## src/rtl/core/assert_macros.svh

```systemverilog
// Assertion macros for the RTL of the complex arithmetic unit.
// Included by complex_arith_unit_core, which checks its own logic; no other dependencies.
`ifndef ASSERT_MACROS_SVH
`define ASSERT_MACROS_SVH

`ifndef SYNTHESIS

// ante holds in a cycle -> cons holds in the same cycle
`define CAU_ASSERT_IMP(lbl, clk, rstn, ante, cons) \
  lbl: assert property (@(posedge clk) disable iff (!rstn) (ante) |-> (cons)) \
    else $error("assertion failed");

// ante holds in a cycle -> cons holds in the next cycle
`define CAU_ASSERT_NXT(lbl, clk, rstn, ante, cons) \
  lbl: assert property (@(posedge clk) disable iff (!rstn) (ante) |=> (cons)) \
    else $error("assertion failed");

`else

`define CAU_ASSERT_IMP(lbl, clk, rstn, ante, cons)
`define CAU_ASSERT_NXT(lbl, clk, rstn, ante, cons)

`endif

`endif

```

## src/rtl/core/cau_pkg.sv

```systemverilog
// Shared types and constants of the complex arithmetic unit.
// Used by the step cell, the top level and the testbench; no dependencies.
`default_nettype none

package cau_pkg;

  // quotient bits of the divider, including the rounding bit; also root digit count
  localparam int DIV_STEPS = 33;
  localparam int RAD_W     = 2 * DIV_STEPS;
  localparam int SQ_REM_W  = DIV_STEPS + 2;

  typedef enum logic [2:0] {
    OP_ADD = 3'd0,
    OP_SUB = 3'd1,
    OP_MUL = 3'd2,
    OP_DIV = 3'd3,
    OP_MOD = 3'd4
  } op_t;

  // sideband carried along the chain
  typedef struct packed {
    logic [2:0]  op;
    logic        neg_re;
    logic        neg_im;
    logic        clamp_re;
    logic        clamp_im;
    logic        dz;
    logic [31:0] pre_re;
    logic [31:0] pre_im;
    logic        pre_ovf;
  } side_t;

  // one restoring-divide lane
  typedef struct packed {
    logic [63:0]          rem;
    logic [DIV_STEPS-1:0] num;
    logic [DIV_STEPS-1:0] quo;
  } div_lane_t;

  // one digit-by-digit square root lane
  typedef struct packed {
    logic [RAD_W-1:0]     rad;
    logic [SQ_REM_W-1:0]  rem;
    logic [DIV_STEPS-1:0] root;
  } sqrt_lane_t;

  typedef struct packed {
    side_t      side;
    div_lane_t  re;
    div_lane_t  im;
    logic [63:0] den;
    sqrt_lane_t sq;
  } cell_data_t;

endpackage

`default_nettype wire

```

## src/rtl/core/cau_cell.sv

```systemverilog
// One cell of the divide / square root chain: a quotient bit for both lanes
// and a root bit per cycle while en is high. Depends on cau_pkg.
`default_nettype none

module cau_cell (
  input  logic               clk,
  input  logic               rst_n,
  input  logic               en,
  input  logic               vld_i,
  input  cau_pkg::cell_data_t d_i,
  output logic               vld_o,
  output cau_pkg::cell_data_t d_o
);
  import cau_pkg::*;

  // restoring divide step: shift in next numerator bit, subtract if it fits
  function automatic div_lane_t div_step(div_lane_t l, logic [63:0] den);
    logic [64:0] part;
    logic        ge;
    div_lane_t   o;
    part  = {l.rem, l.num[DIV_STEPS-1]};
    ge    = part >= {1'b0, den};
    o.rem = ge ? 64'(part - {1'b0, den}) : part[63:0];
    o.num = l.num << 1;
    o.quo = {l.quo[DIV_STEPS-2:0], ge};
    return o;
  endfunction

  // square root step: bring down two radicand bits, try root*4+1
  function automatic sqrt_lane_t sqrt_step(sqrt_lane_t l);
    logic [SQ_REM_W+1:0] part;
    logic [SQ_REM_W+1:0] trial;
    logic                ge;
    sqrt_lane_t          o;
    part   = {l.rem, l.rad[RAD_W-1 -: 2]};
    trial  = (SQ_REM_W+2)'({l.root, 2'b01});
    ge     = part >= trial;
    o.rem  = ge ? SQ_REM_W'(part - trial) : part[SQ_REM_W-1:0];
    o.rad  = l.rad << 2;
    o.root = {l.root[DIV_STEPS-2:0], ge};
    return o;
  endfunction

  logic       vld_r;
  cell_data_t d_r;
  cell_data_t d_nxt;

  // step logic
  always_comb begin
    d_nxt    = d_i;
    d_nxt.re = div_step(d_i.re, d_i.den);
    d_nxt.im = div_step(d_i.im, d_i.den);
    d_nxt.sq = sqrt_step(d_i.sq);
  end

  always_ff @(posedge clk) begin
    if (!rst_n) begin
      vld_r <= 1'b0;
    end else if (en) begin
      vld_r <= vld_i;
    end
  end

  always_ff @(posedge clk) begin
    if (en) begin
      d_r <= d_nxt;
    end
  end

  assign vld_o = vld_r;
  assign d_o   = d_r;

endmodule

`default_nettype wire

```

## config.mk

```make
export PLATFORM = sky130hd
export DESIGN_NAME = cau_cell
export DESIGN_NICKNAME = d
export VERILOG_FILES = /design/src/rtl/core/assert_macros.svh /design/src/rtl/core/cau_pkg.sv /design/src/rtl/core/cau_cell.sv
export SDC_FILE = /design/constraint.sdc
export NUM_CORES = 1
export LEC_CHECK = 0
export BUFFER_PORTS_ARGS = -buffer_cell sky130_fd_sc_hd__buf_4
export CAP_MARGIN = 20
export CORE_AREA = 2 2 415 417
export DETAILED_ROUTE_END_ITERATION = 10
export DIE_AREA = 0 0 417 419
export GPL_TIMING_DRIVEN = 0
export RECOVER_POWER = 50
export SETUP_SLACK_MARGIN = 0.02
export SLEW_MARGIN = 0
export SYNTH_ARGS = -nofsm -noshare
export SYNTH_HDL_FRONTEND = slang
export SYNTH_SLANG_ARGS = --single-unit
```

## constraint.sdc

```tcl
create_clock -name clk -period 4.7 [get_ports clk]
set_input_delay 0.235 -clock clk [delete_from_list [all_inputs] [get_ports clk]]
set_output_delay 0.235 -clock clk [all_outputs]
set_load 0.01 [all_outputs]
```

==> impl_results.md <==
- Slew margin rel.: -0.848
- Die Y: 419 um
- Multiplexer area fraction after synthesis: 0.0233
- Clock slew seen by the registers of the worst setup and hold paths: 0.06 ns
- Setup WS post-layout: -0.0388 ns
- Pre-Repair DR Iteration Count: 6
- Bufs and invs on worst path: 2
- Synth Instances: 2333
- CTS tree: done
- Routed vias: 26.1k
- H-tree levels: 3
- Clk root buf: clkbuf_16
- First-pass GRT wire length: 205000 um
- Fin crit share: 1.01
- Kind of cell adding the most delay to the critical path: compound AO/OA/AOI/OAI gates
- Power per cell area: 348 nW/um2
- Slew Limit Fails: 172
- Nature of the critical path endpoint: flop
- Post-DRT Antenna Nets: 0
- Fin. Hold Viols: 0
- Worst endpoint required time: 5.06 ns
- CP arrival: 5.10 ns
- Critical Path Max Stage Delay: 0.83 ns
- Die area: 175000 um2
- F_max: 0.211 GHz
- Clock Path Buffers: 3
- Synth Area in Adders: 0.0758
- Initial Util: 0.161
- Critical-path maximum fanout: 4
- Nets: 4701
- Post-synthesis compound-gate area fraction: 0.147
- Ys async rst share: 0
- Max Cap Viol: 2
- Later-pin clock latency in the skew report: 0.65 ns
- Simple-Gate Fraction of Synth Area: 0.0948
- Total wire length: 155000 um
- VDD IR max: 279 uV
- Pin count of the biggest net entering global routing: 109
- Mean number of vias per cell: 4.14
- Slowest cell on crit path: o21ai_0
- Synth Flop Type: edfxtp_1
- TritonCTS Buffers: 69
- Initial antenna violation count: 27
- Final core occ: 0.263
- Crit path kind: in2reg
- Area growth from synthesis to layout: 63.4%
- Min Hold Slack: 0.0773 ns
- Starting DRT DRC Count: 1549
- Clock sinks: 528
- Row count: 152
- Vias in the first global route: 26.6k
- Overflow left after global routing: 0
- Most frequent cells in the layout: edfxtp_1 (527), dlygate4sd3_1 (521), buf_4 (470)
- Core Area: 171000 um2
- Dpl hpwl: 129000 um
- Status: finished, violations left
- Average size of a mapped cell: 11.8 um2
- Synth cell types: 79
- Routed length per instance: 24.6 um
- Share of cells above drive strength 1: 0.233
- Synthesized flop and latch total: 528
- Worst-path cell chain: dlygate4sd3_1 -> buf_4 -> ha_1 -> nand2b_1 -> a21oi_1 -> o21ai_0 -> o21ai_0 -> nand3_1 -> a31oi_1 -> o21ai_0 -> o21ai_0 -> xnor2_1 -> o21ai_0
- Worst min-delay path class: in2reg
- Seq/Total Area, Yosys: 0.577
- Setup crit start kind: input port
- Violated checks: max-capacitance violations, max-slew violations, negative setup slack
- Tmin final: 4.74 ns
- Most common cell after layout, fill and taps aside: edfxtp_1
- Num ports: 1067
- Port bufs: 1060
- Clk_skew: 0 ns
- Routability congestion estimate: 0.934
- Gr usage total: 0.169
- Mapped Area: 27400 um2
- Xor and xnor area share after synthesis: 0.0482
- Static leakage: 17.9 nW
- Final setup viols: 1
- Largest family of logic cells by synthesized area: compound AO/OA/AOI/OAI gates
- Measured slew at the worst slew-check pin: 2.77 ns
- Drt drc: 0
- CP dominant cell by count: o21ai_0
- Yosys warns: 0
- Setup TNS Final: -0.0388 ns
- Die W: 417 um
- Post-synth EDFFs: 527
state kept, by name, summed over array words and instances, names as in the netlist:
signal / flops
d_o: 527
vld_o: 1
path summary, 6_finish.rpt:
path,start,endpoint,slack [ns],depth (start not counted)
worst min register to register,vld_o,vld_o,1.09,3
worst max register to register,vld_o,vld_o,3.52,3
worst min-delay path,d_i[264],d_o[265],0.08,3
worst max-delay path,d_i[134],d_o[453],-0.04,13
area by class of cell:
cell class,instances,area (um2)
Inverter,143,537
Fill cell,18200,126000
Clock inverter,41,533
Clock buffer,87,1820
Multi-Input combinational cell,1580,10700
Buffer,85,384
Timing Repair Buffer,1594,12100
Tap cell,2233,2790
Antenna cell,18,45.0
Sequential cell,528,15800
worst register-to-register path: cells and delay by family, from the launching register on:
| kind | cells | cell delay (ns) |
|---|---|---|
| buffers and inverters | 1 | 0.56 |
| DFF | 1 | 0.30 |
| muxes | 1 | 0.14 |
| and+or+nand+nor | 1 | 0.06 |
layer usage:
layer  global-route usage  vias up  share of wire  wire (um)
met5              0.00639        -         0.0010        155
met4               0.0921        2          0.056       8750
met3               0.0438      258          0.066      10300
met2                0.311     1101           0.52      80900
met1                0.172    12700           0.35      54800
li1                     -    12100              -          -
report_power, final:
group / internal, W / switching (W) / leakage (nW)
registers: 0.00580 / 0.000202 / 5.17
clock network: 0.00323 / 0.00232 / 1.13
logic: 0.00170 / 0.00233 / 11.6
logic make-up (layout without fill, tap and decap cells):
family | Yosys count | after routing
AOI/OAI and AO/OA | 652 | 652
and+or+nand+nor | 560 | 560
DFF | 528 | 528
buffers and inverters | 228 | 1950
adders and majority gates | 165 | 165
xor gates and xnor gates | 151 | 151
muxes | 48 | 48
other | 1 | 22
repair_timing:
action	in CTS	in global routing
hold buffers	521	0
hold endpoints to repair	582	0
gates resized for setup	3	8
setup endpoints to repair	9	68
pin swaps	0	2
buffers inserted	0	1
per-stage QoR:
stage / std cells / power (W) / setup WS (ns) / area (um2)
floorplan: 2336 / 0.00770 / 1.54 / 27500
global placement: 5629 / 0.00994 / -2.12 / 38200
detailed placement: 5641 / 0.00994 / -0.972 / 38400
CTS: 6290 / 0.0160 / 0.0222 / 46000
global route: 6306 / 0.0163 / -0.0000848 / 44800
finish: 6309 / 0.0156 / -0.0388 / 44800
synth_stat cells (14+ instances only):
cell,count,area [um2]
nand2b_1,20,125
buf_2,16,80.1
ha_1,163,2040
nor2_1,155,582
inv_1,142,533
xor2_1,59,517
a21o_1,60,450
clkbuf_1,62,233
edfxtp_1,527,15800
o21a_1,25,188
mux2_2,18,203
nand2_1,201,754
o21ai_0,164,821
xnor2_1,92,806
nand3_1,25,125
o21bai_1,31,233
mux2_4,27,405
nor3_1,22,110
a21oi_1,236,1180
nor2b_1,14,87.6
nand4_1,54,338
a31oi_1,24,150
No activity file was read; power rests on OpenSTA's default activity.
